## src/hw/rtl/hsvrgb_pkg.sv

```systemverilog
// hsvrgb_pkg: hue constants, sector codes and hue sector helpers for hsv_to_rgb_convert
// no dependencies
package hsvrgb_pkg;

	localparam int HUE_W      = 13;
	localparam int FRAC_W     = 10;
	localparam int HUE_SECTOR = 960;
	localparam int HUE_FULL   = 5760;

	// one code per 60 degree sector of the color wheel
	typedef enum logic [2:0] {
		SEC_R_TO_Y = 3'd0,
		SEC_Y_TO_G = 3'd1,
		SEC_G_TO_C = 3'd2,
		SEC_C_TO_B = 3'd3,
		SEC_B_TO_M = 3'd4,
		SEC_M_TO_R = 3'd5
	} sector_t;

	// sector of a wrapped hue, by comparing against the sector bounds
	function automatic sector_t hue_sector(input logic [HUE_W-1:0] h);
		sector_t sec;
		sec = SEC_R_TO_Y;
		if (h >= HUE_W'(5 * HUE_SECTOR))
			sec = SEC_M_TO_R;
		else if (h >= HUE_W'(4 * HUE_SECTOR))
			sec = SEC_B_TO_M;
		else if (h >= HUE_W'(3 * HUE_SECTOR))
			sec = SEC_C_TO_B;
		else if (h >= HUE_W'(2 * HUE_SECTOR))
			sec = SEC_G_TO_C;
		else if (h >= HUE_W'(HUE_SECTOR))
			sec = SEC_Y_TO_G;
		return sec;
	endfunction

	// first hue of a sector
	function automatic logic [HUE_W-1:0] sector_base(input sector_t sec);
		logic [HUE_W-1:0] base;
		case (sec)
			SEC_R_TO_Y: base = '0;
			SEC_Y_TO_G: base = HUE_W'(HUE_SECTOR);
			SEC_G_TO_C: base = HUE_W'(2 * HUE_SECTOR);
			SEC_C_TO_B: base = HUE_W'(3 * HUE_SECTOR);
			SEC_B_TO_M: base = HUE_W'(4 * HUE_SECTOR);
			SEC_M_TO_R: base = HUE_W'(5 * HUE_SECTOR);
			default:    base = '0;
		endcase
		return base;
	endfunction

endpackage

```

## src/hw/rtl/hsvrgb_div_m.sv

```systemverilog
// hsvrgb_div_m: two-stage exact divider by the constant 2^CHANNEL_BITS - 1
// no dependencies; estimate by folded shifts, then one remainder correction
module hsvrgb_div_m #(
	parameter int CHANNEL_BITS = 8,
	parameter int IN_W         = 16
) (
	input  logic                         clk,
	input  logic                         en_a,
	input  logic                         en_b,
	input  logic [IN_W-1:0]              x,
	output logic [IN_W-CHANNEL_BITS:0]   q
);

	localparam int N  = CHANNEL_BITS;
	localparam int QW = IN_W - N + 1;
	localparam int RW = IN_W + 2;

	logic [IN_W:0]   fold;
	logic [QW-1:0]   est;
	logic [QW-1:0]   est_q;
	logic [IN_W-1:0] x_q;
	logic [RW-1:0]   rem;

	// x / (2^N - 1) = sum of x >> kN; low by at most one after truncation
	assign fold = {1'b0, x} + ({1'b0, x} >> N) + ({1'b0, x} >> (2 * N));
	assign est  = fold[IN_W:N];

	always_ff @(posedge clk) begin
		if (en_a) begin
			est_q <= est;
			x_q   <= x;
		end
	end

	assign rem = RW'(x_q) + RW'(est_q) - (RW'(est_q) << N);

	always_ff @(posedge clk) begin
		if (en_b) begin
			q <= (rem >= RW'((1 << N) - 1)) ? est_q + QW'(1) : est_q;
		end
	end

endmodule

```

## src/hw/rtl/hsv_to_rgb_convert.sv

```systemverilog
// hsv_to_rgb_convert: seven-stage pipeline from accepted input word to output word
// throughput one word per cycle unless stalled; a stage holds its word while the next stalls
// s_axis_tready is high whenever stage 1 is empty or can move on, even with the output stalled
// asynchronous reset clears only the stage valid bits; the data registers are left as they are
// uses hsvrgb_pkg and hsvrgb_div_m
module hsv_to_rgb_convert #(
	parameter int CHANNEL_BITS = 8
) (
	input  logic clk,
	input  logic arst_n,
	// input word: hue [12:0], saturation, brightness, zero fill to bytes
	input  logic                                          s_axis_tvalid,
	output logic                                          s_axis_tready,
	input  logic [((13 + 2 * CHANNEL_BITS + 7) / 8) * 8 - 1:0] s_axis_tdata,
	// output word: red, green, blue, zero fill to bytes
	output logic                                          m_axis_tvalid,
	input  logic                                          m_axis_tready,
	output logic [((3 * CHANNEL_BITS + 7) / 8) * 8 - 1:0]      m_axis_tdata
);

	localparam int N      = CHANNEL_BITS;
	localparam int HW     = hsvrgb_pkg::HUE_W;
	localparam int FW     = hsvrgb_pkg::FRAC_W;
	localparam int OUT_W  = ((3 * N + 7) / 8) * 8;
	// denominator of q and t: full scale times one sector
	localparam int DW     = N + FW;
	localparam int unsigned DEN_I = ((1 << N) - 1) * hsvrgb_pkg::HUE_SECTOR;
	localparam logic [DW-1:0] DEN = DW'(DEN_I);
	localparam logic [N-1:0]  MAXV = '1;
	// q and t: divide by 64, then by full scale, then by 15 through a reciprocal
	localparam int QW     = N + 5;
	localparam int RK     = N + 8;
	localparam logic [QW-1:0] RECIP = QW'(((64'd1 << RK) + 64'd14) / 64'd15);
	localparam int PW     = 2 * N + FW;

	// stage handshake
	logic vld1_q, vld2_q, vld3_q, vld4_q, vld5_q, vld6_q, vld7_q;
	logic rdy1, rdy2, rdy3, rdy4, rdy5, rdy6, rdy7;

	// input fields
	logic [HW-1:0] hue_in;
	logic [N-1:0]  sat_in;
	logic [N-1:0]  val_in;
	logic [HW-1:0] hue_wrap;
	hsvrgb_pkg::sector_t sector_in;

	// stage 1: sector and position inside it
	hsvrgb_pkg::sector_t sector_s1;
	logic [FW-1:0] frac_s1;
	logic [N-1:0]  sat_s1;
	logic [N-1:0]  val_s1;

	// stage 2: first products
	hsvrgb_pkg::sector_t sector_s2;
	logic [2*N-1:0] pn_s2;
	logic [DW-1:0]  sf_s2;
	logic [DW-1:0]  sg_s2;
	logic [N-1:0]   val_s2;

	// stage 3: numerators, q and t already divided by 64
	hsvrgb_pkg::sector_t sector_s3;
	logic [2*N-1:0]  pn_s3;
	logic [PW-1:0]   qprod;
	logic [PW-1:0]   tprod;
	logic [2*N+3:0]  qn_s3;
	logic [2*N+3:0]  tn_s3;
	logic [N-1:0]    val_s3;

	// stages 4 and 5: division by full scale inside the dividers
	hsvrgb_pkg::sector_t sector_s4, sector_s5;
	logic [N-1:0]  val_s4, val_s5;
	logic [N:0]    pm;
	logic [QW-1:0] qm;
	logic [QW-1:0] tm;

	// stage 6: reciprocal products for the division by 15
	hsvrgb_pkg::sector_t sector_s6;
	logic [PW-1:0] qz_s6;
	logic [PW-1:0] tz_s6;
	logic [N-1:0]  p_s6;
	logic [N-1:0]  val_s6;
	logic [N-1:0]  q_lvl;
	logic [N-1:0]  t_lvl;

	// stage 7: output register
	logic [N-1:0] red_s7, green_s7, blue_s7, val_s7;

	assign hue_in = s_axis_tdata[HW-1:0];
	assign sat_in = s_axis_tdata[HW +: N];
	assign val_in = s_axis_tdata[HW+N +: N];

	// ready ripples back from the output; an empty stage always takes a word
	assign rdy7 = !vld7_q || m_axis_tready;
	assign rdy6 = !vld6_q || rdy7;
	assign rdy5 = !vld5_q || rdy6;
	assign rdy4 = !vld4_q || rdy5;
	assign rdy3 = !vld3_q || rdy4;
	assign rdy2 = !vld2_q || rdy3;
	assign rdy1 = !vld1_q || rdy2;
	assign s_axis_tready = rdy1;

	always_ff @(posedge clk or negedge arst_n) begin
		if (!arst_n) begin
			vld1_q <= 1'b0;
			vld2_q <= 1'b0;
			vld3_q <= 1'b0;
			vld4_q <= 1'b0;
			vld5_q <= 1'b0;
			vld6_q <= 1'b0;
			vld7_q <= 1'b0;
		end else begin
			if (rdy1) vld1_q <= s_axis_tvalid;
			if (rdy2) vld2_q <= vld1_q;
			if (rdy3) vld3_q <= vld2_q;
			if (rdy4) vld4_q <= vld3_q;
			if (rdy5) vld5_q <= vld4_q;
			if (rdy6) vld6_q <= vld5_q;
			if (rdy7) vld7_q <= vld6_q;
		end
	end

	// full turn and anything beyond it wrap to hue zero
	assign hue_wrap  = (hue_in >= HW'(hsvrgb_pkg::HUE_FULL)) ? '0 : hue_in;
	assign sector_in = hsvrgb_pkg::hue_sector(hue_wrap);

	always_ff @(posedge clk) begin
		if (rdy1) begin
			sector_s1 <= sector_in;
			frac_s1   <= FW'(hue_wrap - hsvrgb_pkg::sector_base(sector_in));
			sat_s1    <= sat_in;
			val_s1    <= val_in;
		end
	end

	// p numerator and the two saturation-times-position terms
	always_ff @(posedge clk) begin
		if (rdy2) begin
			sector_s2 <= sector_s1;
			pn_s2     <= (2*N)'(val_s1) * (2*N)'(MAXV - sat_s1);
			sf_s2     <= DW'(sat_s1) * DW'(frac_s1);
			sg_s2     <= DW'(sat_s1) * DW'(FW'(hsvrgb_pkg::HUE_SECTOR) - frac_s1);
			val_s2    <= val_s1;
		end
	end

	// sf and sg never exceed the denominator, so the differences never go negative
	assign qprod = PW'(val_s2) * PW'(DEN - sf_s2);
	assign tprod = PW'(val_s2) * PW'(DEN - sg_s2);

	always_ff @(posedge clk) begin
		if (rdy3) begin
			sector_s3 <= sector_s2;
			pn_s3     <= pn_s2;
			qn_s3     <= qprod[PW-1:6];
			tn_s3     <= tprod[PW-1:6];
			val_s3    <= val_s2;
		end
	end

	hsvrgb_div_m #(.CHANNEL_BITS(N), .IN_W(2 * N)) u_div_p (
		.clk  (clk),
		.en_a (rdy4),
		.en_b (rdy5),
		.x    (pn_s3),
		.q    (pm)
	);

	hsvrgb_div_m #(.CHANNEL_BITS(N), .IN_W(2 * N + 4)) u_div_q (
		.clk  (clk),
		.en_a (rdy4),
		.en_b (rdy5),
		.x    (qn_s3),
		.q    (qm)
	);

	hsvrgb_div_m #(.CHANNEL_BITS(N), .IN_W(2 * N + 4)) u_div_t (
		.clk  (clk),
		.en_a (rdy4),
		.en_b (rdy5),
		.x    (tn_s3),
		.q    (tm)
	);

	always_ff @(posedge clk) begin
		if (rdy4) begin
			sector_s4 <= sector_s3;
			val_s4    <= val_s3;
		end
		if (rdy5) begin
			sector_s5 <= sector_s4;
			val_s5    <= val_s4;
		end
	end

	// the last division, by 15, is a multiply by a rounded-up reciprocal
	always_ff @(posedge clk) begin
		if (rdy6) begin
			sector_s6 <= sector_s5;
			qz_s6     <= PW'(qm) * PW'(RECIP);
			tz_s6     <= PW'(tm) * PW'(RECIP);
			p_s6      <= pm[N-1:0];
			val_s6    <= val_s5;
		end
	end

	assign q_lvl = qz_s6[RK +: N];
	assign t_lvl = tz_s6[RK +: N];

	// sector picks the order of v, p, q and t on the three channels
	always_ff @(posedge clk) begin
		if (rdy7) begin
			val_s7 <= val_s6;
			case (sector_s6)
				hsvrgb_pkg::SEC_R_TO_Y: begin
					red_s7 <= val_s6; green_s7 <= t_lvl;  blue_s7 <= p_s6;
				end
				hsvrgb_pkg::SEC_Y_TO_G: begin
					red_s7 <= q_lvl;  green_s7 <= val_s6; blue_s7 <= p_s6;
				end
				hsvrgb_pkg::SEC_G_TO_C: begin
					red_s7 <= p_s6;   green_s7 <= val_s6; blue_s7 <= t_lvl;
				end
				hsvrgb_pkg::SEC_C_TO_B: begin
					red_s7 <= p_s6;   green_s7 <= q_lvl;  blue_s7 <= val_s6;
				end
				hsvrgb_pkg::SEC_B_TO_M: begin
					red_s7 <= t_lvl;  green_s7 <= p_s6;   blue_s7 <= val_s6;
				end
				default: begin
					red_s7 <= val_s6; green_s7 <= p_s6;   blue_s7 <= q_lvl;
				end
			endcase
		end
	end

	assign m_axis_tvalid = vld7_q;
	assign m_axis_tdata  = OUT_W'({blue_s7, green_s7, red_s7});

	// a stalled mid-pipeline word keeps its valid bit and its sector
	assert property (@(posedge clk) disable iff (!arst_n)
		vld6_q && !rdy6 |=> vld6_q && $stable(sector_s6))
		else $error("stage 6 word changed while stalled");

	// no channel can exceed the brightness it was derived from
	assert property (@(posedge clk) disable iff (!arst_n)
		vld7_q |-> (red_s7 <= val_s7) && (green_s7 <= val_s7) && (blue_s7 <= val_s7))
		else $error("channel level above brightness");

	// a full output register that is not taken blocks stage 6 from moving on
	assert property (@(posedge clk) disable iff (!arst_n)
		vld7_q && !m_axis_tready && vld6_q |-> !rdy6)
		else $error("stage 6 advanced into a stalled output register");

endmodule

```

## config.mk

```make
export PLATFORM = sky130hd
export DESIGN_NAME = hsv_to_rgb_convert
export DESIGN_NICKNAME = d
export VERILOG_FILES = /design/src/hw/rtl/hsvrgb_pkg.sv /design/src/hw/rtl/hsvrgb_div_m.sv /design/src/hw/rtl/hsv_to_rgb_convert.sv
export SDC_FILE = /design/constraint.sdc
export NUM_CORES = 2
export LEC_CHECK = 0
export BUFFER_PORTS_ARGS = -buffer_cell sky130_fd_sc_hd__buf_2
export CAP_MARGIN = 10
export CORE_MARGIN = 4
export CORE_UTILIZATION = 45
export DETAILED_ROUTE_END_ITERATION = 7
export GPL_TIMING_DRIVEN = 0
export PLACE_DENSITY = 0.57
export SYNTH_ARGS = -nofsm -noshare
export SYNTH_HDL_FRONTEND = slang
export SYNTH_SLANG_ARGS = --single-unit
```

## constraint.sdc

```tcl
create_clock -name clk -period 13.3 [get_ports clk]
set_input_delay 3.99 -clock clk [delete_from_list [all_inputs] [get_ports clk]]
set_output_delay 3.99 -clock clk [all_outputs]
set_load 0.05 [all_outputs]
```

Word level (Yosys, flattened, before mapping)
Index checks and enable logic that the tools add are counted.
{ "classes": {"addsub": 19, "n_mul": 7, "n_lt_le_gt_ge": 9, "n_eq_ne": 9, "muxes": 14, "reduce_logical": 19} }
{ "op_table": {"columns": ["operator", "count"], "rows": [
  ["$pmux 8 s3", 3],
  ["$mul 9x19->26", 2],
  ["$pmux 10 s5", 1],
  ["$mul 13x12->23 const B", 2],
  ["$ge 22x8->1 const B", 2],
  ["$sub 22x21->22", 2],
  ["$add 20x12->21", 2],
  ["$add 20x13->21", 2],
  ["$add 21x4->21", 2],
  ["$mux 13", 3],
  ["$sub 18x18->19 const A", 2],
  ["$add 13x1->13 const B", 2],
  ["$ge 13x12->1 const B", 2],
  ["$ge 13x13->1 const B", 2],
  ["$ge 18x8->1 const B", 1],
  ["$mul 8x10->18", 1],
  ["$mul 9x11->18", 1],
  ["$sub 17x17->18", 1],
  ["$add 16x8->17", 1],
  ["$add 16x9->17", 1],
  ["$mul 9x9->16", 1],
  ["$ge 13x10->1 const B", 1],
  ["$ge 13x11->1 const B", 1],
  ["$eq 3x2->1 const B", 4],
  ["other kinds (15)", 35]
]} }
{ "totals": {"regBits": 402, "input_bits": 36, "out_inout_bits": 26, "word_cells": 119} }

Depth between registers and ports, before layout
{ "depth": {"word_depth": 12, "depth_mapped": 26, "depth_no_buf": 25} }

Cells and area by module
From an unflattened synthesis, not the netlist that was laid out.
{ "hier_totals": {"hier_cells": 4011, "hier_area_um2": 40213.6} }
{ "modules_own_cells": {"columns": ["mod", "n_inst", "cells_each", "area_per_inst_um2", "seq_area_each_um2"], "rows": [
  ["hsv_to_rgb_convert", 1, 2946, 29684.7, 7352.1],
  ["hsvrgb_div_m at u_div_q ...", 2, 405, 3935.0, 1381.3],
  ["hsvrgb_div_m at u_div_p", 1, 255, 2658.8, 1021.0]
]} }

Worst setup path before layout
No wires, ideal clock.
{ "synth_path": {"kind": "input to output", "start": "in m_axis_tready", "end": "out s_axis_tready", "arrival_ns": 7.230, "t_required_ns": 9.310, "setup_slack_ns": 2.080, "cell_stages": 4, "n_path_buf": 0, "path_cell_list": "nor2b_1 nand3_1 nor2_1 nand4_1"} }
{ "synth_via": {"elab_chain_len": 7} }
{ "synth_rtl": {"columns": ["item", "line", "source"], "rows": [
  ["start, declared", "hsv_to_rgb_convert.sv:17", "input logic m_axis_tready,"],
  ["$logic_or 1x1->1", "hsv_to_rgb_convert.sv:93", "assign rdy7 = !vld7_q || m_axis_tready;"],
  ["$logic_or 1x1->1", "hsv_to_rgb_convert.sv:94", "assign rdy6 = !vld6_q || rdy7;"],
  ["$logic_or 1x1->1", "hsv_to_rgb_convert.sv:95", "assign rdy5 = !vld5_q || rdy6;"],
  ["net rdy5", "hsv_to_rgb_convert.sv:38", "logic rdy1, rdy2, rdy3, rdy4, rdy5, rdy6, rdy7;"],
  ["$logic_or 1x1->1", "hsv_to_rgb_convert.sv:96", "assign rdy4 = !vld4_q || rdy5;"],
  ["$logic_or 1x1->1", "hsv_to_rgb_convert.sv:97", "assign rdy3 = !vld3_q || rdy4;"],
  ["$logic_or 1x1->1", "hsv_to_rgb_convert.sv:98", "assign rdy2 = !vld2_q || rdy3;"],
  ["$logic_or 1x1->1", "hsv_to_rgb_convert.sv:99", "assign rdy1 = !vld1_q || rdy2;"],
  ["end, declared", "hsv_to_rgb_convert.sv:13", "output logic s_axis_tready,"]
]} }
The timed path passes the listed nets, and every way through them passes these cells.

Worst setup path after layout
Same ends and word-level chain as after synthesis.

==> impl_metrics.csv <==
group,metric,value,unit
setup_path,startpoint_type,"input pin",
yosys,synth_area,38920,µm²
routing,drc,0,
timing,fin_skew,0.03659,ns
setup_path,critPathBufInv,4,
yosys,syn_nets,4707,
yosys,avgSynthCellArea,10.25,µm²
finish,n_antenna_cell,0,
global_route,grt_pass1_wl,137.1,mm
placement,finalWeightedCongestion,0.8346,
routing,dr_wl_met2,38.49,mm
timing,drv_slew,0,
finish,areaGrowthSynthToFinish,8.682,%
global_route,grt_overflow,0,
yosys,synth_enable_flop_cells,364,
setup_path,crit_family,"simple AND/OR/NAND/NOR gates",
floorplanning,die_area,91270,µm²
timing,finalSetupViolCount,0,
clock_network,clk_latency,0.60,ns
timing,rsz0062_at_grt,"false",
routing,first_pass_iters,5,
clock_network,htree_levels,2,
setup_path,critPathKind,"in -> out",
finish,multi_input_area,24850,µm²
floorplanning,die_w,302.1,µm
finish,fillers,7905,
hold_path,worstHoldPathType,"reg -> reg",
global_route,antenna_found_initial,2,
timing,hold_viol,0,
finish,fin_cells,5086,
yosys,ys_async_sr_fraction,0.01887,
placement,pre_cts_ws,2.824,ns
setup_path,r2r_slack,5.77,ns
yosys,syn_inst,3796,
routing,drt-met1-wl,38.71,mm
run,maxCapViolations,0,
finish,seqCellArea,11110,µm²
setup_path,crit_chain,"buf_2 -> nor2b_1 -> nand3_2 -> nor2_1 -> nand4_1 -> buf_8 -> buf_8 -> buf_2",
routing,vias,25430,
finish,drive_gt1_frac,0.04921,
timing,fin_setup_tns,0,ns
yosys,yosys_warnings,0,
timing,tightest_slew,0.9265,ns
routing,wirelength,81.39,mm
setup_path,cpPeakStageDelay,0.67,ns
global_route,grt_pass1_vias,26360,
setup_path,end_kind,"output pin",
floorplanning,die-height,302.1,µm
setup_path,worst_ep_arrival_time,6.40,ns
hold_path,whs_path_depth,0,
floorplanning,core_region_area,85550,µm²
setup_path,cp_max_fo,18,
clock_network,cts_sinks,371,
floorplanning,num_io_pins,62,
timing,fmax,0.09621,GHz
global_route,grt.total_usage,0.1861,
setup_path,rr_worst_depth,26,
clock_network,clock-root-buffer,"clkbuf_16",
hold_path,hp-start,"val_s3[6]",
clock_network,cts-resized-gates,0,
hold_path,hold_end,"val_s4[6]",
routing,antenna_left,0,
clock_network,numCtsBuffers,45,
setup_path,crit_required,9.31,ns
timing,hold_ws,0.4041,ns
setup_path,crit_slowest_cell,"nor2_1",
routing,drt_iter0_drc,1097,
floorplanning,start_util,0.4550,
clock_network,clk_path_buf_depth,3,
placement,hpwl,65.80,mm
clock_network,postCtsSetupBuffers,0,
timing,slew_headroom,0.3779,
clock_network,clkTransAtPathRegs,0.06,ns
routing,met3_length,2.200,mm
clock_network,cts_tree,"built",
finish,nets,4817,
setup_path,timing.rr.end,"tn_s3[17]",
routing,vias_per_cell,4.999,
routing,routedWlPerCell,16.00,µm
setup_path,r2r_start,"sf_s2[0]",
floorplanning,num_rows,107,
placement,place_inst,5003,
timing,min_period,10.39,ns
global_route,grt_max_degree,73,
yosys,ys_seq_area_frac,0.2853,
routing,top_layer,"met4",
placement,port_buffers,58,
yosys,ys_ff_latch,371,
clock_network,hold_buffers,0,
timing,period_share,0.7815,
yosys,synthFlopType,"edfxtp_1",
yosys,synth.distinct_cells,78,
timing,finalWorstSetupSlack,2.906,ns
status,outcome,"complete, no violations",
per-stage QoR:
step / util / area, µm²
after floorplan: - / 38920
after global placement: 0.4751 / 40650
after detailed placement: 0.4767 / 40780
after CTS: 0.4945 / 42300
after global routing: 0.4945 / 42300
final: 0.4945 / 42300
layer usage:
layer,vias to the layer above,GRT usage
li1,12690,-
met1,12300,0.2554
met2,323,0.3173
met3,114,0.01981
met4,0,0.04743
met5,-,0
worst register-to-register path, cell delays in order, from the launching register on:
cell and delay, ns:
edfxtp_1 0.35, clkbuf_1 0.24, inv_1 0.20, ha_1 0.20
nand2_1 0.10, or3_1 0.38, a2111o_1 0.48, nand3_1 0.11
xor2_1 0.59, nand2_1 0.17, fa_1 0.56, inv_1 0.06
fa_1 0.49, fa_1 0.50, inv_1 0.06, fa_1 0.52
inv_1 0.04, ha_1 0.35, a21o_1 0.20, a2111o_1 0.45
o22a_1 0.19, a21oi_1 0.19, a21oi_1 0.08, a41oi_1 0.31
nor2b_1 0.24, o21bai_1 0.10, xor2_1 0.14
worst max path at each step:
stage / from / to / depth (start not counted)
2_1_floorplan: m_axis_tready / s_axis_tready / 4
3_3_place_gp: m_axis_tready / s_axis_tready / 6
3_5_place_dp: m_axis_tready / s_axis_tready / 8
4_1_cts: m_axis_tready / s_axis_tready / 8
5_1_grt: m_axis_tready / s_axis_tready / 8
6_report: m_axis_tready / s_axis_tready / 8
placed cells by master, fill, tap and decap left out, drive strengths merged, types with 66 or more instances in the layout:
cell type | netlist | final
nor2 | 120 | 120
nand2 | 334 | 334
and2 | 234 | 234
edfxtp | 364 | 364
clkbuf | 84 | 137
xnor2 | 174 | 174
xor2 | 70 | 70
buf | 3 | 66
a21oi | 98 | 98
fa | 409 | 409
nor2b | 79 | 79
o21ai | 83 | 83
inv | 710 | 716
ha | 466 | 466
synth_stat cells (all sizes together) (26+ instances only):
cell type  instances  area [µm²]
inv              710        2665
ha               466        5831
fa               409        8188
edfxtp           364       10930
nand2            334        1254
and2             234        1464
xnor2            174        1524
nor2             120       450.4
a21oi             98       490.5
clkbuf            84       315.3
o21ai             83       415.4
nor2b             79       494.2
xor2              70       613.1
nand3             59       295.3
nand2b            52       332.8
nor3              52       260.3
o21a              33       247.7
and3              30       187.7
a21o              26       195.2
sequential cells by signal, indices dropped and copies added, names as in the netlist, 9 cells and up:
signal	count
qn_s3	20
tn_s3	20
u_div_q.x_q	20
u_div_t.x_q	20
sf_s2	18
sg_s2	17
pn_s2	16
pn_s3	16
u_div_p.x_q	16
u_div_q.est_q	13
u_div_q.q	13
u_div_t.est_q	13
u_div_t.q	13
frac_s1	10
u_div_p.est_q	9
layout make-up:
class	instances	area share
multi-input combinational	2628	0.5875
sequential	371	0.2625
timing repair buffer	63	0.009346
clock buffer	53	0.02757
clock inverter	30	0.008429
inverter	710	0.06306
tap	1144	0.03384
buffer	87	0.007749
kinds of logic after synthesis:
family,after synthesis,synth area share
simple gates,1045,0.1376
xor+xnor,244,0.05490
buf+inv,797,0.07689
fa+ha+maj,875,0.3602
mux,49,0.01347
compound gates,415,0.07165
flops,371,0.2853
Power is not shown: default switching activity piles up to over one toggle a cycle in this logic, so the estimate is an artifact.
